### src/hdl/periodic_task_table_scheduler_assert.svh
// Assertion macros for the periodic task table scheduler.
`ifndef PERIODIC_TASK_TABLE_SCHEDULER_ASSERT_SVH
`define PERIODIC_TASK_TABLE_SCHEDULER_ASSERT_SVH
`ifndef SYNTHESIS
`define PTTS_ASSERT_NOW(label, ante, cons, msg) \
  label: assert property (@(posedge clk) disable iff (rst) (ante) |-> (cons)) \
    else $error(msg);
`define PTTS_ASSERT_NEXT(label, ante, cons, msg) \
  label: assert property (@(posedge clk) disable iff (rst) (ante) |=> (cons)) \
    else $error(msg);
`else
`define PTTS_ASSERT_NOW(label, ante, cons, msg)
`define PTTS_ASSERT_NEXT(label, ante, cons, msg)
`endif
`endif

### src/hdl/ptts_pkg.sv
// Package: sizes, codes and shared types of the periodic task table scheduler.
`default_nettype none
package ptts_pkg;
  localparam int PRIORITY_LEVELS = 4;
  localparam int SLOTS_PER_LEVEL = 4;
  localparam int NUM_ENTRIES = PRIORITY_LEVELS * SLOTS_PER_LEVEL;

  localparam int LVL_W  = (PRIORITY_LEVELS > 1) ? $clog2(PRIORITY_LEVELS) : 1;
  localparam int SLOT_W = (SLOTS_PER_LEVEL > 1) ? $clog2(SLOTS_PER_LEVEL) : 1;
  localparam int IDX_W  = (NUM_ENTRIES > 1) ? $clog2(NUM_ENTRIES) : 1;

  localparam int ACTION_W = 2;
  localparam int ID_W     = 8;
  localparam int LEVEL_W  = 2;
  localparam int TICKS_W  = 16;
  localparam int KIND_W   = 2;
  localparam int POS_W    = 2;

  localparam int QUEUE_DEPTH = 2;
  localparam int QPTR_W = (QUEUE_DEPTH > 1) ? $clog2(QUEUE_DEPTH) : 1;
  localparam int QCNT_W = $clog2(QUEUE_DEPTH + 1);

  typedef enum logic [ACTION_W-1:0] {
    ACT_TICK   = 2'd0,
    ACT_CREATE = 2'd1,
    ACT_DELETE = 2'd2,
    ACT_NONE   = 2'd3
  } action_e;

  typedef enum logic [KIND_W-1:0] {
    KIND_CREATE   = 2'd0,
    KIND_DELETE   = 2'd1,
    KIND_DISPATCH = 2'd2,
    KIND_DONE     = 2'd3
  } kind_e;

  typedef enum logic [1:0] {
    ST_IDLE,
    ST_TICK,
    ST_DONE,
    ST_DEL
  } state_e;

  typedef struct packed {
    action_e             op;
    logic                reject;
    logic [ID_W-1:0]     task_id;
    logic [LEVEL_W-1:0]  level;
    logic [TICKS_W-1:0]  period;
    logic [TICKS_W-1:0]  delay;
  } cmd_t;

  typedef struct packed {
    logic valid;
    cmd_t cmd;
  } qslot_t;

  typedef struct packed {
    kind_e            kind;
    logic             ok;
    logic [ID_W-1:0]  task_id;
    logic [POS_W-1:0] level;
    logic [POS_W-1:0] slot;
    logic             last;
  } rsp_t;
endpackage
`default_nettype wire

### src/hdl/ptts_req_if.sv
// Request channel: one action item per handshake.
`default_nettype none
interface ptts_req_if;
  logic                          valid;
  logic                          ready;
  logic [ptts_pkg::ACTION_W-1:0] action;
  logic [ptts_pkg::ID_W-1:0]     task_id;
  logic [ptts_pkg::LEVEL_W-1:0]  level;
  logic [ptts_pkg::TICKS_W-1:0]  period_ticks;
  logic [ptts_pkg::TICKS_W-1:0]  initial_delay;

  modport source (output valid, action, task_id, level, period_ticks, initial_delay,
                  input ready);
  modport sink (input valid, action, task_id, level, period_ticks, initial_delay,
                output ready);
endinterface
`default_nettype wire

### src/hdl/ptts_rsp_if.sv
// Result channel: replies, dispatches and tick done markers.
`default_nettype none
interface ptts_rsp_if;
  logic                        valid;
  logic                        ready;
  logic [ptts_pkg::KIND_W-1:0] kind;
  logic                        ok;
  logic [ptts_pkg::ID_W-1:0]   out_task_id;
  logic [ptts_pkg::POS_W-1:0]  out_level;
  logic [ptts_pkg::POS_W-1:0]  out_slot;
  logic                        last;

  modport source (output valid, kind, ok, out_task_id, out_level, out_slot, last,
                  input ready);
  modport sink (input valid, kind, ok, out_task_id, out_level, out_slot, last,
                output ready);
endinterface
`default_nettype wire

### src/hdl/ptts_front.sv
// Front end: accepts request items, drops unused codes, prechecks arguments.
`default_nettype none
module ptts_front (
  ptts_req_if.sink         req,
  input  logic             full,
  output ptts_pkg::qslot_t push
);
  ptts_pkg::action_e op;

  assign op = ptts_pkg::action_e'(req.action);
  assign req.ready = !full;

  always_comb begin
    push.valid        = req.valid && !full && (op != ptts_pkg::ACT_NONE);
    push.cmd.op       = op;
    push.cmd.task_id  = req.task_id;
    push.cmd.level    = req.level;
    push.cmd.period   = req.period_ticks;
    push.cmd.delay    = req.initial_delay;
    unique case (op)
      ptts_pkg::ACT_CREATE: begin
        push.cmd.reject = (req.task_id == '0) ||
                          (int'(req.level) >= ptts_pkg::PRIORITY_LEVELS);
      end
      ptts_pkg::ACT_DELETE: push.cmd.reject = (req.task_id == '0);
      default:              push.cmd.reject = 1'b0;
    endcase
  end
endmodule
`default_nettype wire

### src/hdl/ptts_queue.sv
// Command queue between the front end and the table engine.
`default_nettype none
module ptts_queue (
  input  logic             clk,
  input  logic             rst,
  input  ptts_pkg::qslot_t push,
  output logic             full,
  output ptts_pkg::qslot_t head,
  input  logic             pop
);
  ptts_pkg::cmd_t                mem [ptts_pkg::QUEUE_DEPTH];
  logic [ptts_pkg::QPTR_W-1:0]   wr_ptr;
  logic [ptts_pkg::QPTR_W-1:0]   rd_ptr;
  logic [ptts_pkg::QCNT_W-1:0]   count;
  logic                          do_push;
  logic                          do_pop;

  assign full       = (count == ptts_pkg::QCNT_W'(ptts_pkg::QUEUE_DEPTH));
  assign head.valid = (count != '0);
  assign head.cmd   = mem[rd_ptr];
  assign do_push    = push.valid && !full;
  assign do_pop     = pop && head.valid;

  always_ff @(posedge clk) begin
    if (do_push) begin
      mem[wr_ptr] <= push.cmd;
    end
  end

  always_ff @(posedge clk) begin
    if (rst) begin
      wr_ptr <= '0;
      rd_ptr <= '0;
      count  <= '0;
    end else begin
      if (do_push) begin
        wr_ptr <= (wr_ptr == ptts_pkg::QPTR_W'(ptts_pkg::QUEUE_DEPTH - 1)) ? '0 : wr_ptr + 1'b1;
      end
      if (do_pop) begin
        rd_ptr <= (rd_ptr == ptts_pkg::QPTR_W'(ptts_pkg::QUEUE_DEPTH - 1)) ? '0 : rd_ptr + 1'b1;
      end
      if (do_push && !do_pop) begin
        count <= count + 1'b1;
      end else if (do_pop && !do_push) begin
        count <= count - 1'b1;
      end
    end
  end
endmodule
`default_nettype wire

### src/hdl/ptts_back.sv
// Table engine: task table, scan sequencer and result register.
`default_nettype none
module ptts_back (
  input  logic             clk,
  input  logic             rst,
  input  ptts_pkg::qslot_t head,
  output logic             pop,
  ptts_rsp_if.source       rsp
);
  logic                           entry_valid     [ptts_pkg::NUM_ENTRIES];
  logic [ptts_pkg::ID_W-1:0]      entry_id        [ptts_pkg::NUM_ENTRIES];
  logic [ptts_pkg::TICKS_W-1:0]   entry_period    [ptts_pkg::NUM_ENTRIES];
  logic [ptts_pkg::TICKS_W-1:0]   entry_countdown [ptts_pkg::NUM_ENTRIES];

  ptts_pkg::state_e               state;
  ptts_pkg::state_e               state_next;
  ptts_pkg::cmd_t                 cmd;
  logic [ptts_pkg::LVL_W-1:0]     scan_level;
  logic [ptts_pkg::SLOT_W-1:0]    scan_slot;
  logic [ptts_pkg::IDX_W-1:0]     ent;
  logic                           scan_end;
  logic                           out_free;
  logic                           rsp_valid;
  ptts_pkg::rsp_t                 res;
  ptts_pkg::rsp_t                 res_next;
  logic                           emit;
  logic                           advance;
  logic                           tick_wr;
  logic                           del_wr;
  logic                           create_wr;
  logic                           free_found;
  logic [ptts_pkg::SLOT_W-1:0]    free_slot;
  logic [ptts_pkg::IDX_W-1:0]     free_idx;
  logic [ptts_pkg::IDX_W-1:0]     try_idx;
  logic                           cur_valid;
  logic [ptts_pkg::TICKS_W-1:0]   cur_cd;
  logic                           cur_match;

  assign ent = ptts_pkg::IDX_W'(int'(scan_level) * ptts_pkg::SLOTS_PER_LEVEL + int'(scan_slot));
  assign scan_end = (scan_level == ptts_pkg::LVL_W'(ptts_pkg::PRIORITY_LEVELS - 1)) &&
                    (scan_slot == ptts_pkg::SLOT_W'(ptts_pkg::SLOTS_PER_LEVEL - 1));
  assign out_free  = !rsp_valid || rsp.ready;
  assign cur_valid = entry_valid[ent];
  assign cur_cd    = entry_countdown[ent];
  assign cur_match = cur_valid && (entry_id[ent] == cmd.task_id);

  // first empty slot of the requested level
  always_comb begin
    free_found = 1'b0;
    free_slot  = '0;
    free_idx   = '0;
    try_idx    = '0;
    for (int s = 0; s < ptts_pkg::SLOTS_PER_LEVEL; s++) begin
      try_idx = ptts_pkg::IDX_W'(int'(head.cmd.level) * ptts_pkg::SLOTS_PER_LEVEL + s);
      if (!free_found && !head.cmd.reject && !entry_valid[try_idx]) begin
        free_found = 1'b1;
        free_slot  = ptts_pkg::SLOT_W'(s);
        free_idx   = try_idx;
      end
    end
  end

  // control outputs
  always_comb begin
    pop       = 1'b0;
    emit      = 1'b0;
    advance   = 1'b0;
    tick_wr   = 1'b0;
    del_wr    = 1'b0;
    create_wr = 1'b0;
    res_next  = '0;
    unique case (state)
      ptts_pkg::ST_IDLE: begin
        if (head.valid && out_free) begin
          pop = 1'b1;
          res_next.task_id = head.cmd.task_id;
          res_next.last    = 1'b1;
          unique case (head.cmd.op)
            ptts_pkg::ACT_CREATE: begin
              emit          = 1'b1;
              create_wr     = !head.cmd.reject && free_found;
              res_next.kind = ptts_pkg::KIND_CREATE;
              res_next.ok   = create_wr;
              if (create_wr) begin
                res_next.level = ptts_pkg::POS_W'(head.cmd.level);
                res_next.slot  = ptts_pkg::POS_W'(free_slot);
              end
            end
            ptts_pkg::ACT_DELETE: begin
              emit          = head.cmd.reject;
              res_next.kind = ptts_pkg::KIND_DELETE;
            end
            default: ;
          endcase
        end
      end
      ptts_pkg::ST_TICK: begin
        res_next.kind    = ptts_pkg::KIND_DISPATCH;
        res_next.ok      = 1'b1;
        res_next.task_id = entry_id[ent];
        res_next.level   = ptts_pkg::POS_W'(scan_level);
        res_next.slot    = ptts_pkg::POS_W'(scan_slot);
        if (cur_valid && cur_cd == '0) begin
          emit    = out_free;
          advance = out_free;
          tick_wr = out_free;
        end else begin
          advance = 1'b1;
          tick_wr = cur_valid;
        end
      end
      ptts_pkg::ST_DONE: begin
        res_next.kind = ptts_pkg::KIND_DONE;
        res_next.ok   = 1'b1;
        res_next.last = 1'b1;
        emit          = out_free;
      end
      ptts_pkg::ST_DEL: begin
        res_next.kind    = ptts_pkg::KIND_DELETE;
        res_next.task_id = cmd.task_id;
        res_next.last    = 1'b1;
        if (cur_match) begin
          res_next.ok    = 1'b1;
          res_next.level = ptts_pkg::POS_W'(scan_level);
          res_next.slot  = ptts_pkg::POS_W'(scan_slot);
          emit           = out_free;
          del_wr         = out_free;
        end else if (scan_end) begin
          emit = out_free;
        end else begin
          advance = 1'b1;
        end
      end
      default: ;
    endcase
  end

  // next state
  always_comb begin
    state_next = state;
    unique case (state)
      ptts_pkg::ST_IDLE: begin
        if (pop && head.cmd.op == ptts_pkg::ACT_TICK) begin
          state_next = ptts_pkg::ST_TICK;
        end else if (pop && head.cmd.op == ptts_pkg::ACT_DELETE && !head.cmd.reject) begin
          state_next = ptts_pkg::ST_DEL;
        end
      end
      ptts_pkg::ST_TICK: begin
        if (advance && scan_end) begin
          state_next = ptts_pkg::ST_DONE;
        end
      end
      ptts_pkg::ST_DONE: begin
        if (emit) begin
          state_next = ptts_pkg::ST_IDLE;
        end
      end
      ptts_pkg::ST_DEL: begin
        if (emit) begin
          state_next = ptts_pkg::ST_IDLE;
        end
      end
      default: state_next = ptts_pkg::ST_IDLE;
    endcase
  end

  always_ff @(posedge clk) begin
    if (rst) begin
      state     <= ptts_pkg::ST_IDLE;
      rsp_valid <= 1'b0;
    end else begin
      state <= state_next;
      if (emit) begin
        rsp_valid <= 1'b1;
      end else if (rsp.ready) begin
        rsp_valid <= 1'b0;
      end
    end
  end

  always_ff @(posedge clk) begin
    if (emit) begin
      res <= res_next;
    end
    if (pop) begin
      cmd        <= head.cmd;
      scan_level <= '0;
      scan_slot  <= '0;
    end else if (advance) begin
      if (scan_slot == ptts_pkg::SLOT_W'(ptts_pkg::SLOTS_PER_LEVEL - 1)) begin
        scan_slot  <= '0;
        scan_level <= scan_level + 1'b1;
      end else begin
        scan_slot <= scan_slot + 1'b1;
      end
    end
  end

  always_ff @(posedge clk) begin
    if (rst) begin
      for (int e = 0; e < ptts_pkg::NUM_ENTRIES; e++) begin
        entry_valid[e] <= 1'b0;
      end
    end else if (create_wr) begin
      entry_valid[free_idx] <= 1'b1;
    end else if (del_wr) begin
      entry_valid[ent] <= 1'b0;
    end
  end

  always_ff @(posedge clk) begin
    if (create_wr) begin
      entry_id[free_idx]        <= head.cmd.task_id;
      entry_period[free_idx]    <= head.cmd.period;
      entry_countdown[free_idx] <= head.cmd.delay;
    end else if (tick_wr) begin
      entry_countdown[ent] <= (cur_cd == '0) ? entry_period[ent] - 1'b1 : cur_cd - 1'b1;
    end
  end

  assign rsp.valid       = rsp_valid;
  assign rsp.kind        = res.kind;
  assign rsp.ok          = res.ok;
  assign rsp.out_task_id = res.task_id;
  assign rsp.out_level   = res.level;
  assign rsp.out_slot    = res.slot;
  assign rsp.last        = res.last;
endmodule
`default_nettype wire

### src/hdl/periodic_task_table_scheduler.sv
// Top level of the periodic task table scheduler.
// Usage:
//   req carries one action item per valid/ready handshake: tick, create or
//   delete (code 3 is taken and dropped). rsp carries result items; the
//   final result of each action has last set.
//   Items first enter a two-entry command queue, so req keeps taking items
//   while the table engine works or while a result waits in its register.
//   Create reply and rejected delete: the item passes the command queue and
//   then the result register. A delete scans the table one entry per cycle,
//   up to all 16 entries. A tick is popped, scans all 16 entries one per
//   cycle while rsp is not stalled, and then issues the done marker.
//   The table engine's single scan pointer serves one action at a time.
//   When rsp stalls, the engine holds at the next entry that has a result
//   to issue; the queue fills and then req.ready falls.
//   Reset (rst, synchronous) empties the table and the queue and drops any
//   pending result; no clearing pass is needed afterwards.
`default_nettype none
module periodic_task_table_scheduler (
  input  logic       clk,
  input  logic       rst,
  ptts_req_if.sink   req,
  ptts_rsp_if.source rsp
);
`include "periodic_task_table_scheduler_assert.svh"

  ptts_pkg::qslot_t push;
  ptts_pkg::qslot_t head;
  logic             full;
  logic             pop;

  ptts_front u_front (
    .req  (req),
    .full (full),
    .push (push)
  );

  ptts_queue u_queue (
    .clk  (clk),
    .rst  (rst),
    .push (push),
    .full (full),
    .head (head),
    .pop  (pop)
  );

  ptts_back u_back (
    .clk  (clk),
    .rst  (rst),
    .head (head),
    .pop  (pop),
    .rsp  (rsp)
  );

  `PTTS_ASSERT_NOW(a_no_push_full, push.valid, !full, "push into full queue")
  `PTTS_ASSERT_NOW(a_no_pop_empty, pop, head.valid, "pop from empty queue")
  `PTTS_ASSERT_NOW(a_drop_unused, req.valid && req.ready && req.action == ptts_pkg::ACT_NONE, !push.valid, "unused action queued")
  `PTTS_ASSERT_NOW(a_dispatch_not_last, rsp.valid && rsp.kind == ptts_pkg::KIND_DISPATCH, !rsp.last && rsp.ok, "dispatch marked last")
endmodule
`default_nettype wire

### src/flat_wrapper.sv
// flat-port wrapper written by rule: the top's interface ports become plain ports
module periodic_task_table_scheduler_flat 
  (clk, rst, req_valid, req_action, req_task_id, req_level, req_period_ticks, req_initial_delay, req_ready, rsp_valid, rsp_kind, rsp_ok, rsp_out_task_id, rsp_out_level, rsp_out_slot, rsp_last, rsp_ready);
  ptts_req_if req_i ();
  ptts_rsp_if rsp_i ();
  input  logic clk;
  input  logic rst;
  input wire logic [$bits(req_i.valid)-1:0] req_valid;
  input wire logic [$bits(req_i.action)-1:0] req_action;
  input wire logic [$bits(req_i.task_id)-1:0] req_task_id;
  input wire logic [$bits(req_i.level)-1:0] req_level;
  input wire logic [$bits(req_i.period_ticks)-1:0] req_period_ticks;
  input wire logic [$bits(req_i.initial_delay)-1:0] req_initial_delay;
  output wire logic [$bits(req_i.ready)-1:0] req_ready;
  output wire logic [$bits(rsp_i.valid)-1:0] rsp_valid;
  output wire logic [$bits(rsp_i.kind)-1:0] rsp_kind;
  output wire logic [$bits(rsp_i.ok)-1:0] rsp_ok;
  output wire logic [$bits(rsp_i.out_task_id)-1:0] rsp_out_task_id;
  output wire logic [$bits(rsp_i.out_level)-1:0] rsp_out_level;
  output wire logic [$bits(rsp_i.out_slot)-1:0] rsp_out_slot;
  output wire logic [$bits(rsp_i.last)-1:0] rsp_last;
  input wire logic [$bits(rsp_i.ready)-1:0] rsp_ready;
  assign req_i.valid = req_valid;
  assign req_i.action = req_action;
  assign req_i.task_id = req_task_id;
  assign req_i.level = req_level;
  assign req_i.period_ticks = req_period_ticks;
  assign req_i.initial_delay = req_initial_delay;
  assign req_ready = req_i.ready;
  assign rsp_valid = rsp_i.valid;
  assign rsp_kind = rsp_i.kind;
  assign rsp_ok = rsp_i.ok;
  assign rsp_out_task_id = rsp_i.out_task_id;
  assign rsp_out_level = rsp_i.out_level;
  assign rsp_out_slot = rsp_i.out_slot;
  assign rsp_last = rsp_i.last;
  assign rsp_i.ready = rsp_ready;
  periodic_task_table_scheduler u_core (.clk(clk), .rst(rst), .req(req_i), .rsp(rsp_i));
endmodule
### config.mk
export PLATFORM = sky130hd
export DESIGN_NAME = periodic_task_table_scheduler_flat
export DESIGN_NICKNAME = d
export VERILOG_FILES = /design/src/hdl/ptts_pkg.sv /design/src/hdl/ptts_req_if.sv /design/src/hdl/ptts_rsp_if.sv /design/src/hdl/ptts_front.sv /design/src/hdl/ptts_queue.sv /design/src/hdl/ptts_back.sv /design/src/hdl/periodic_task_table_scheduler.sv /design/src/flat_wrapper.sv
export VERILOG_INCLUDE_DIRS = /design/src /design/src/hdl
export SDC_FILE = /design/constraint.sdc
export NUM_CORES = 1
export LEC_CHECK = 0
export BUFFER_PORTS_ARGS = -buffer_cell sky130_fd_sc_hd__buf_2
export CAP_MARGIN = 0
export CORE_ASPECT_RATIO = 0.9
export CORE_UTILIZATION = 55
export CTS_CLUSTER_SIZE = 16
export DETAILED_ROUTE_END_ITERATION = 8
export GPL_ROUTABILITY_DRIVEN = 0
export PLACE_DENSITY = 0.74
export SLEW_MARGIN = 20
export SYNTH_ARGS = -nofsm -noshare
export SYNTH_HDL_FRONTEND = slang
export SYNTH_HIERARCHICAL = 1
export SYNTH_SLANG_ARGS = --single-unit
export TNS_END_PERCENT = 50
### constraint.sdc
create_clock -name clk -period 6.85 [get_ports clk]
set_input_delay 1.37 -clock clk [delete_from_list [all_inputs] [get_ports clk]]
set_output_delay 1.37 -clock clk [all_outputs]
set_load 0.01 [all_outputs]
Yosys cells after proc, flatten, opt, wreduce, memory -nomap -nowiden:

Memories as Yosys holds them, arrays and structs flattened. A register that Yosys moved wholly into a read port is not among the register bits.
Index checks and enable logic that the tools add are counted.

* add/sub/neg operators: 12
* $mul: 0
* divide/modulo/power cells: 0
* $lt $le $gt $ge: 0
* equality and inequality tests: 15
* shifts and indexed selects: 0
* mux-type cells: 79
* bitwise logic cells: 0
* reductions and logical operators: 49

Operators by type and width (count)
* $mux 1: 50
* $mux 16: 3
* $mux 4: 10
* $pmux 12 s3: 1
* $sub 16x1->16 const B: 2
* $logic_and 1x1->1: 22
* $mux 2: 9
* $logic_not 16->1: 1
* $reduce_or 16->1: 1
* $eq 2x2->1 const B: 7
* $logic_not 1->1: 12
* $pmux 3 s4: 1
* $add 4x2->4 const B: 2
* $eq 8x8->1: 1
* $logic_not 8->1: 1
* $add 2x1->2 const B: 3
* $eq 2x1->1 const B: 3
* $pmux 1 s2: 3
* $pmux 2 s3: 1
* $reduce_bool 2->1: 3
* $add 4x1->4 const B: 1
* $add 4x2->4: 1
* $logic_not 2->1: 2
* $ne 2x2->1 const B: 2
* 10 further kinds: 13

* register bits after elaboration: 35
* latch bits: 0
* memory bits (writable): 746
* ROM bits: 0
* input bits: 48
* output and inout bits: 18
* memories: 5

Memories
* u_core.u_back.entry_countdown: words 16, width 16, read ports 1, clocked after memory_dff 0, write ports 1, RTL line ptts_back.sv:13 `logic [ptts_pkg::TICKS_W-1:0] entry_countdown [ptts_pkg::NUM_ENTRIES];`
* u_core.u_back.entry_period: words 16, width 16, read ports 1, clocked after memory_dff 0, write ports 1, RTL line ptts_back.sv:12 `logic [ptts_pkg::TICKS_W-1:0] entry_period [ptts_pkg::NUM_ENTRIES];`
* u_core.u_back.entry_id: words 16, width 8, read ports 1, clocked after memory_dff 0, write ports 1, RTL line ptts_back.sv:11 `logic [ptts_pkg::ID_W-1:0] entry_id [ptts_pkg::NUM_ENTRIES];`
* u_core.u_queue.mem: words 2, width 45, read ports 1, clocked after memory_dff 1, write ports 1, RTL line ptts_queue.sv:11 `ptts_pkg::cmd_t mem [ptts_pkg::QUEUE_DEPTH];`
* u_core.u_back.entry_valid: words 16, width 1, read ports 5, clocked after memory_dff 0, write ports 16, RTL line ptts_back.sv:10 `logic entry_valid [ptts_pkg::NUM_ENTRIES];`

Longest topological paths before layout:

Gate-level depths: netlist (run 1).
An unclocked memory read counts as a cell.

* word-level depth: 26
* gate-level depth with buffers: 20
* mapped depth without buffers: 14

Modules after synthesis:

Netlist (run 1), hierarchy kept.

Modules (own cells, without submodules)
* ptts_back: times used 1, cells each 1450, area each 28080.7 um^2
* ptts_queue: times used 1, cells each 165, area each 3464.6 um^2
* ptts_front: times used 1, cells each 50, area each 375.4 um^2

Worst setup path after synthesis (run 1):

Ideal clock, no wire load.

* kind: register to register
* from: register with a tool-made name
* to: memory u_core/u_back/entry_countdown[5][0] (netlist name), enable pin
* library setup time: 0.389 ns
* arrival time: 4.702 ns
* slack: 1.759 ns
* stages on the path, launching flop included: 12
* path buffers: 3
* period minus slack after synthesis: 5.091 ns
* cell sequence: dfxtp_1 > buf_2 > buf_4 > mux2_2 > clkbuf_1 > mux4_2 > a41oi_1 > nand2_1 > or3_1 > nor2_1 > a21oi_1 > nor2_1

RTL lines (RTL line)
* to (decl): ptts_back.sv:13

Final worst setup path (run 1):

* from: register u_core/u_back/scan_level[0] (netlist name)
* to: memory u_core/u_back/entry_countdown[5][6] (netlist name), data pin

* cells in the longest elaborated chain, start to end: 11

Ends and longest elaborated chain
* from (decl): RTL line ptts_back.sv:18 `logic [ptts_pkg::LVL_W-1:0] scan_level;`
* from (signal assigned): RTL line ptts_back.sv:193 `scan_level <= scan_level + 1'b1;`
* $add 4x2->4 (*): RTL line ptts_back.sv:39 `assign ent = ptts_pkg::IDX_W'(int'(scan_level) * ptts_pkg::SLOTS_PER_LEVEL + int'(scan_slot));`
* $mem_v2 16x16
* $logic_not 16->1: RTL line ptts_back.sv:103, ptts_back.sv:218
* $logic_and 1x1->1: RTL line ptts_back.sv:103 `if (cur_valid && cur_cd == '0) begin`
* $mux 1: RTL line ptts_back.sv:103
* $mux 1: RTL line ptts_back.sv:72 `unique case (state)`
* $mux 1: RTL line ptts_back.sv:217 `end else if (tick_wr) begin`
* $mux 1: RTL line ptts_back.sv:213 `if (create_wr) begin`
* $mux 1: RTL line ptts_back.sv:218 `entry_countdown[ent] <= (cur_cd == '0) ? entry_period[ent] - 1'b1 : cur_cd - 1'b1;`
* $reduce_or 16->1 (no line)
* $mux 16 (no line) (*)

Every way passes the cells marked *; elsewhere a longest branch is shown, timed or not.

==> qor.txt, run 1 <==
Final min period: 5540 ps
post-CTS setup buffer count: 0
met1 WL: 28,800 um
Synth Instances: 1,665
Max Root-Sink Buffers: 3
CTS tree: done
setup TNS: 0 ps
CP Class: flip-flop to flip-flop
Async SR Flop Fraction: 0%
final setup fails: 0
HP Class: flip-flop to flip-flop
Flop pwr share: 45.5%
internal power: 9.45 mW
DRT Pass-1 Iters: 6
Avg Cell Area, Syn: 19.2 um^2
Final Hold Fails: 0
CTS Buf Count: 76
PortBufs: 65
Initial Utilization: 55.8%
post-route cell area: 35,500 um^2
largest net degree at the start of global routing: 99
Global Route Usage Sum: 24.4%
via/cell ratio: 6.34
Met2 Routed Length: 32,700 um
Mapped Nets: 1,725
Placed Area: 33,100 um^2
Synth Flop Type: edfxtp_1
post-DP HPWL: 41,200 um
final core utilization: 62.1%
final hold slack: 508 ps
Fin Clk Skew: 21.9 ps
routed length per instance: 27.4 um
Worst-Margin Slew: 1030 ps
Max Cap Viol: 0
I/O Pins: 66
max frequency: 0.180 GHz
CP Capture Type: flip-flop
Post-Route WL: 70,500 um
Core ar.: 57,200 um^2
# fillers: 3,883
die area: 59,000 um^2
# diodes: 0
row count: 83
Clock transition at path regs: 60 ps
Leak: 11.3 nW
EDFF count, synth: 770
Pwr Total: 13.2 mW
Ys Warns: 6
metal3 WL: 7160 um
storage element area: 23,400 um^2
routed via count: 16,300
share of cells above drive strength 1: 28.6%
flops & latches, synth: 782
DR DRC count: 0
htree depth: 3
area of the multi-input gates: 7820 um^2
post-synthesis sequential area ratio: 73.2%
# resized after CTS: 0
Layout area overhead: 11.3%
Die W: 256 um
Antenna Nets Post-Route: 0
combinational power share: 23.5%
Starting DRT DRC Count: 2,025
initial antenna violation count: 0
CP Max Fanout: 98
post-layout net count: 1,810
Startpoint Class: flip-flop
Die Y: 231 um
RSZ-0062 raised after global routing: no
root buffer cell: clkbuf_16
Net Sw Frac: 28.6%
first-pass GRT wire length: 105,000 um
insertion delay to the later sink of the worst-skew pair: 630 ps
post-cts hold buffer count: 0
outcome: finished clean
Unique masters post-synth: 70
CP Data Required Time: 7090 ps
slew margin rel.: 31.5%
top sig layer: met4
P_sw: 3.78 mW
VDD IR max: 0.000216 V
number of global-route vias before repair: 16,400
area of the mapped netlist: 31,900 um^2
clock sinks: 782
clock network fraction of total power: 31.0%
Worst EP arrival: 5780 ps
part of the cycle the worst path needs: 80.9%
Pwr Density: 373 nW/um^2
Slew Limit Fails: 0
Remaining Overflow, GRT: 0
-- final cells by class --
type / count / area share, %
Tap cell: 765 / 2.70
Clock buffer: 91 / 5.51
Timing Repair Buffer: 132 / 2.44
Multi-Input combinational cell: 743 / 22.0
Inverter: 15 / 0.159
Clock inverter: 44 / 1.36
Sequential cell: 782 / 65.8
-- path summary, 6_finish.rpt --
| path | from | end | slack [ps] | depth (start not counted) |
|---|---|---|---|---|
| setup / recovery | u_core/u_back/scan_level[0] | u_core/u_back/entry_countdown[5][6] | 1310 | 14 |
| hold / removal | u_core/u_queue/rd_ptr | flip-flop | 510 | 2 |
| setup reg to reg | u_core/u_back/scan_level[0] | u_core/u_back/entry_countdown[5][6] | 1310 | 14 |
| hold reg to reg | u_core/u_queue/rd_ptr | flip-flop | 510 | 2 |
-- cell families after synthesis --
logic type | share of synthesized area [%]
DFF | 73.2
and+or+nand+nor | 3.83
muxes | 15.1
AOI/OAI and AO/OA | 4.34
buffers and inverters | 2.59
xor gates and xnor gates | 0.494
adders and majority gates | 0.470
-- stage by stage --
step / setup slack, ps / cells
6_report: 1310 / 2572
3_3_place_gp: 1420 / 2437
3_5_place_dp: 1500 / 2437
5_1_grt: 944 / 2572
2_1_floorplan: 1760 / 1665
4_1_cts: 1480 / 2572
-- cell usage in the layout, fill, tap and decap left out, drive strengths merged, types with 14 or more instances in the layout --
cell type  count
edfxtp       770
mux4         172
buf          132
nor2          99
clkbuf        91
nand2         73
mux2          57
a22oi         40
a21oi         36
mux2i         28
o21ai         28
clkinv        27
inv           21
xnor2         14
-- Yosys cell counts (5+ instances only) --
cell type	number	area share, %
or3_1	5	0.098
a222oi_1	8	0.25
and2_1	10	0.20
buf_6	9	0.32
ha_1	12	0.47
mux2i_1	25	0.78
xnor2_1	14	0.38
nor2_1	99	1.2
mux2_2	55	1.9
buf_2	14	0.22
a21o_1	11	0.26
o21bai_1	8	0.19
or2_2	5	0.098
edfxtp_1	770	72
nor2b_1	8	0.16
dfxtp_1	12	0.75
mux4_2	172	12
buf_1	7	0.082
nand2_1	73	0.86
a21oi_1	36	0.56
o21ai_0	22	0.34
nor3_1	8	0.13
o21ai_1	6	0.094
a22oi_1	40	0.94
nand4_1	7	0.14
nand3_1	10	0.16
a31oi_1	5	0.098
nand2b_1	12	0.24
clkbuf_1	37	0.44
inv_1	15	0.18
a22o_1	12	0.33
buf_4	58	1.4
a211oi_1	8	0.19
-- routing by layer --
layer  global-route usage [%]  vias to the layer above
met5                        0                        -
met4                     7.37                        0
met3                     6.12                      123
met2                     37.4                      780
met1                     35.0                     8475
li1                         -                     6917
-- registers in the layout, indices dropped and copies added (netlist names), 2 cells and up, named ones only --
name,cells
u_core/u_back/entry_countdown,256
u_core/u_back/entry_period,256
u_core/u_back/entry_id,128
u_core/u_queue/mem,90
u_core/u_back/entry_valid,16
u_core/u_back/cmd,8
u_core/u_back/rsp.out_task_id,8
u_core/u_back/rsp.kind,2
u_core/u_back/rsp.out_level,2
u_core/u_back/rsp.out_slot,2
u_core/u_back/scan_level,2
u_core/u_back/scan_slot,2
u_core/u_back/state,2
u_core/u_queue/count,2
-- power by group through the flow --
stage	clock network (mW)	logic, mW	registers [mW]
floorplan	0	2.27	6.02
global placement	0	3.01	6.11
detailed placement	0	3.07	6.12
CTS	4.17	3.10	6.02
global route	4.35	3.33	6.04
finish	4.11	3.11	6.02
-- worst max-delay path, cell delays in order, from the launching register on --
cell and delay (ps):
dfxtp_4 740, buf_12 490, mux4_2 400, mux2_2 290, a2111oi_0 570, o21bai_2 270, nor2_1 230, a21boi_0 160
ha_1 250, nand2_1 170, nor2_1 60, o21ai_1 270, a21oi_1 210, a2111oi_0 460, o21ai_1 390
Power figures use the tool's default switching activity.
==> inputs of run 2 (changes only) <==
Clock period 6.85 ns to 5.76 ns, I/O delays scaled along.
==> qor.txt, run 2 (same netlist as run 1, synthesis figures left out) <==
outcome: finished clean
setup TNS: 0 ps (unchanged)
first-pass GRT wire length: 106,000 um (+1.6%)
Slew Limit Fails: 0 (unchanged)
Global Route Usage Sum: 24.9% (+0.45 points)
final hold slack: 522 ps (+13.8 ps)
Initial Utilization: 55.8% (unchanged)
CP Capture Type: flip-flop
FF-to-FF setup slack: 460 ps (-850 ps)
share of cells above drive strength 1: 28.7% (+0.095 points)
CTS tree: done
Setup crit start: u_core/u_back/scan_slot[0]
Layout area overhead: 11.1%
via/cell ratio: 6.37 (+0.51%)
# diodes: 0 (unchanged)
Clock transition at path regs: 60 ps (about the same)
HP Class: flip-flop to flip-flop
Pwr Density: 438 nW/um^2 (+18%)
final setup fails: 0 (unchanged)
post-cts hold buffer count: 0 (unchanged)
Critical R2R Capture: u_core/u_back/entry_countdown[2][9]
Max Cap Viol: 0 (unchanged)
Critical path destination: u_core/u_back/entry_countdown[2][9]
CP Data Required Time: 6030 ps (-1060 ps)
reg2reg start: u_core/u_back/scan_slot[0]
htree depth: 3 (unchanged)
Antenna Nets Post-Route: 0 (unchanged)
post-route cell area: 35,500 um^2 (-0.12%)
row count: 83 (unchanged)
part of the cycle the worst path needs: 92.1% (+11 points)
Final min period: 5300 ps (-240 ps)
PortBufs: 65 (unchanged)
final core utilization: 62.0% (-0.076 points)
commonest non-fill, non-tap cell in the layout: edfxtp_1
Startpoint Class: flip-flop
CP Class: flip-flop to flip-flop
pre-CTS WS: 503 ps (-999 ps)
clock sinks: 782 (unchanged)
Regs by FF count: u_core/u_back/entry_countdown x256, u_core/u_back/entry_period x256, u_core/u_back/entry_id x128
number of global-route vias before repair: 16,500 (+0.57%)
Post-Route WL: 71,600 um (+1.5%)
Remaining Overflow, GRT: 0 (unchanged)
DRT Pass-1 Iters: 8 (+2)
routed via count: 16,400 (+0.55%)
largest net degree at the start of global routing: 56 (-43%)
Fin Clk Skew: 18.6 ps (-3.24 ps)
Starting DRT DRC Count: 2,232 (+10%)
Final Hold Fails: 0 (unchanged)
RSZ-0062 raised after global routing: no
post-DP HPWL: 41,800 um (+1.5%)
die area: 59,000 um^2 (unchanged)
most frequent cells in the layout: edfxtp_1, mux4_2, nor2_1
initial antenna violation count: 2 (+2)
slew margin rel.: 28.3% (-3.2 points)
CP Max Fanout: 30 (-69%)
VDD IR max: 0.000233 V (+7.7%)
Placed Area: 33,200 um^2 (+0.28%)
final setup margin: 456 ps (-850 ps)
Die Y: 231 um (unchanged)
Worst-Margin Slew: 1070 ps (+46.1 ps)
Leak: 11.3 nW (-0.22%)
Worst EP arrival: 5570 ps (-210 ps)
DR DRC count: 0 (unchanged)
CTS Buf Count: 75 (-1.3%)
routed length per instance: 27.8 um (+1.5%)
Reg2Reg Depth: 14 (unchanged)
max frequency: 0.189 GHz (+4.5%)
insertion delay to the later sink of the worst-skew pair: 610 ps (-20 ps)
post-CTS setup buffer count: 0 (unchanged)
# resized after CTS: 0 (unchanged)
Max Root-Sink Buffers: 3 (unchanged)
Core ar.: 57,200 um^2 (unchanged)
I/O Pins: 66 (unchanged)
post-layout net count: 1,813 (+0.17%)
root buffer cell: clkbuf_16
hold depth: 2 (unchanged)
Die W: 256 um (unchanged)
## run 2: layer usage
layer	routed length (um)	track usage (%)
met2	33600	38.7
met4	1610	6.46
met1	28500	35.0
met3	7830	6.97
met5	0	0
## run 2: worst min path at each step
| stage | startpoint | end |
|---|---|---|
| 6_report | u_core/u_queue/rd_ptr | u_core/u_queue/rd_ptr |
| 5_1_grt | u_core/u_queue/rd_ptr | u_core/u_queue/rd_ptr |
| 4_1_cts | u_core/u_queue/wr_ptr | u_core/u_queue/wr_ptr |
| 3_5_place_dp | u_core/u_queue/rd_ptr | flip-flop |
| 3_3_place_gp | u_core/u_queue/wr_ptr | u_core/u_queue/wr_ptr |
| 2_1_floorplan | u_core/u_queue/wr_ptr | u_core/u_queue/wr_ptr |
## run 2: layout make-up
class	instances	area, um^2
clock buffer	92	1980
clock inverter	40	320
fill	3953	21800
inverter	15	56.3
multi-input combinational	743	7830
sequential	782	23400
tap	765	957
timing repair buffer	136	946
## run 2: power breakdown
part | switching, mW | total (mW) | internal [mW]
Combinational | 2.22 | 3.69 | 1.48
Sequential | 0.218 | 7.19 | 6.98
Clock | 2.02 | 4.65 | 2.63
Total | 4.45 | 15.5 | 11.1
## run 2: worst max-delay path, stage by stage, from the launching register on
cell	delay, ps
dfxtp_4	760
buf_12	330
mux4_2	540
mux2_2	300
a2111oi_0	600
buf_4	220
o21bai_2	140
inv_1	380
nand2_1	90
buf_4	200
o21ai_2	300
buf_4	370
nand2_1	140
a21oi_2	190
buf_4	350
## run 2: per-stage QoR
step / cells / total power, mW
finish: 2573 / 15.5
global route: 2573 / 16.1
CTS: 2573 / 15.6
detailed placement: 2441 / 11.0
global placement: 2441 / 10.9
floorplan: 1665 / 9.86
==> inputs of run 3 (changes only) <==
Settings changed: REMOVE_ABC_BUFFERS set to 1.
==> qor.txt, run 3 (same netlist as run 1, synthesis figures left out) <==
insertion delay to the later sink of the worst-skew pair: 630 ps (+20 ps)
Worst-Margin Slew: 998 ps (-75.8 ps)
CP Capture Type: flip-flop
largest net degree at the start of global routing: 61 (+8.9%)
I/O Pins: 66 (unchanged)
share of cells above drive strength 1: 29.1% (+0.43 points)
Setup crit start: u_core/u_back/scan_slot[0]
first-pass GRT wire length: 106,000 um (about the same)
die area: 59,000 um^2 (unchanged)
worst stage delay on the critical path: 580 ps (-180 ps)
Pwr Density: 444 nW/um^2 (+1.4%)
pre-CTS WS: 719 ps (+216 ps)
row count: 83 (unchanged)
Critical R2R Capture: u_core/u_back/entry_countdown[12][6]
CP Max Fanout: 60 (+100%)
Fin Clk Skew: 33.6 ps (+15.0 ps)
final hold slack: 520 ps (-1.60 ps)
commonest non-fill, non-tap cell in the layout: edfxtp_1
post-cts hold buffer count: 0 (unchanged)
Final min period: 5140 ps (-160 ps)
Leak: 11.4 nW (+0.93%)
Global Route Usage Sum: 24.8% (about the same)
DRT Pass-1 Iters: 8 (unchanged)
final setup fails: 0 (unchanged)
post-CTS setup buffer count: 0 (unchanged)
Reg2Reg Depth: 16 (+2)
PortBufs: 65 (unchanged)
routed via count: 16,400 (+0.098%)
DR DRC count: 0 (unchanged)
routed length per instance: 27.9 um (+0.21%)
# fillers: 3,857 (-2.4%)
# diodes: 0 (unchanged)
RSZ-0062 raised after global routing: no
Startpoint Class: flip-flop
VDD IR max: 0.000224 V (-3.6%)
outcome: finished clean
Starting DRT DRC Count: 1,952 (-13%)
area of the multi-input gates: 7860 um^2 (+0.42%)
via/cell ratio: 6.35 (-0.33%)
Regs by FF count: u_core/u_back/entry_countdown x256, u_core/u_back/entry_period x256, u_core/u_back/entry_id x128
Final Hold Fails: 0 (unchanged)
Slowest cell on crit path: mux4_2
clock sinks: 782 (unchanged)
CTS tree: done
number of global-route vias before repair: 16,500 (+0.018%)
Slew Limit Fails: 0 (unchanged)
root buffer cell: clkbuf_16
worst path cell trace: buf_12 -> mux4_2 -> a22oi_1 -> nand2_1 -> nor3_2 -> nand4_1 -> nor2_1 -> a21boi_0 -> ha_1 -> nand2_1 -> nor2_1 -> o21ai_1 -> a21oi_1 -> a2111oi_0 -> o21ai_0 -> buf_4
Remaining Overflow, GRT: 0 (unchanged)
max frequency: 0.194 GHz (+3.1%)
slew margin rel.: 33.2% (+4.8 points)
Antenna Nets Post-Route: 0 (unchanged)
Initial Utilization: 55.8% (unchanged)
Die Y: 231 um (unchanged)
Layout area overhead: 11.9%
Die W: 256 um (unchanged)
most frequent cells in the layout: edfxtp_1, mux4_2, clkbuf_16, nor2_1, nand2_1
reg2reg start: u_core/u_back/scan_slot[0]
Post-Route WL: 72,000 um (+0.63%)
CP Data Required Time: 6130 ps (+100 ps)
Worst EP arrival: 5510 ps (-60 ps)
Core ar.: 57,200 um^2 (unchanged)
CP Class: flip-flop to flip-flop
HP Class: flip-flop to flip-flop
final setup margin: 615 ps (+160 ps)
Max Root-Sink Buffers: 3 (unchanged)
Clock transition at path regs: 60 ps (about the same)
post-DP HPWL: 42,000 um (+0.31%)
# resized after CTS: 0 (unchanged)
CTS Buf Count: 78 (+4.0%)
Critical path destination: u_core/u_back/entry_countdown[12][6]
part of the cycle the worst path needs: 89.3% (-2.8 points)
htree depth: 3 (unchanged)
initial antenna violation count: 1 (-1)
FF-to-FF setup slack: 620 ps (+160 ps)
post-layout net count: 1,816 (+0.17%)
Max Cap Viol: 0 (unchanged)
Pwr Total: 15.9 mW (+2.1%)
storage element area: 23,400 um^2 (unchanged)
## run 3: through the flow
stage	TNS [ps]	std cells	instance area, um^2	utilization, %
after global placement	0	2441	33200	57.9
after detailed placement	0	2441	33200	57.9
after global routing	0	2584	35700	62.4
final	0	2584	35700	62.4
after floorplan	-2973350	1540	31100	-
after CTS	0	2584	35700	62.4
## run 3: power by group
part | total, mW | internal [mW] | switching [mW]
sequential | 7.13 | 6.98 | 0.156
clock | 5.02 | 2.90 | 2.11
combinational | 3.72 | 1.45 | 2.27
## run 3: worst min-delay path by stage
stage                       startpoint                       to  slack [ps]  cells past startpoint
2_1_floorplan    u_core/u_queue/wr_ptr    u_core/u_queue/wr_ptr         450                      2
3_3_place_gp     u_core/u_queue/wr_ptr    u_core/u_queue/wr_ptr         470                      2
3_5_place_dp     u_core/u_queue/rd_ptr    u_core/u_queue/rd_ptr         500                      2
4_1_cts          u_core/u_queue/rd_ptr    u_core/u_queue/rd_ptr         520                      2
5_1_grt        u_core/u_queue/count[1]  u_core/u_queue/count[1]         560                      2
6_report         u_core/u_queue/wr_ptr    u_core/u_queue/wr_ptr         520                      2
## run 3: per-layer routing
layer,track usage (%),vias to the layer above,part of all wire (%)
li1,-,6936,-
met1,34.3,8449,40
met2,39.7,868,48
met3,6.38,148,10
met4,6.72,0,2.2
met5,0,-,0
## run 3: layout make-up
cell class	instances	area share, %
sequential	782	65.4
clock inverter	40	1.43
inverter	15	0.158
timing repair buffer	136	2.54
multi-input combinational	743	22.0
tap	765	2.68
clock buffer	103	5.73
## run 3: critical path, delay by kind of cell (launching register included)
family                   cells  cell delay, ps
multiplexers                 1             580
adder cells (fa/ha/maj)      1             270
flip-flops                   1             550
AO/OA/AOI/OAI                6            1570
AND/OR/NAND/NOR              6            1210
buffers and inverters        2             640
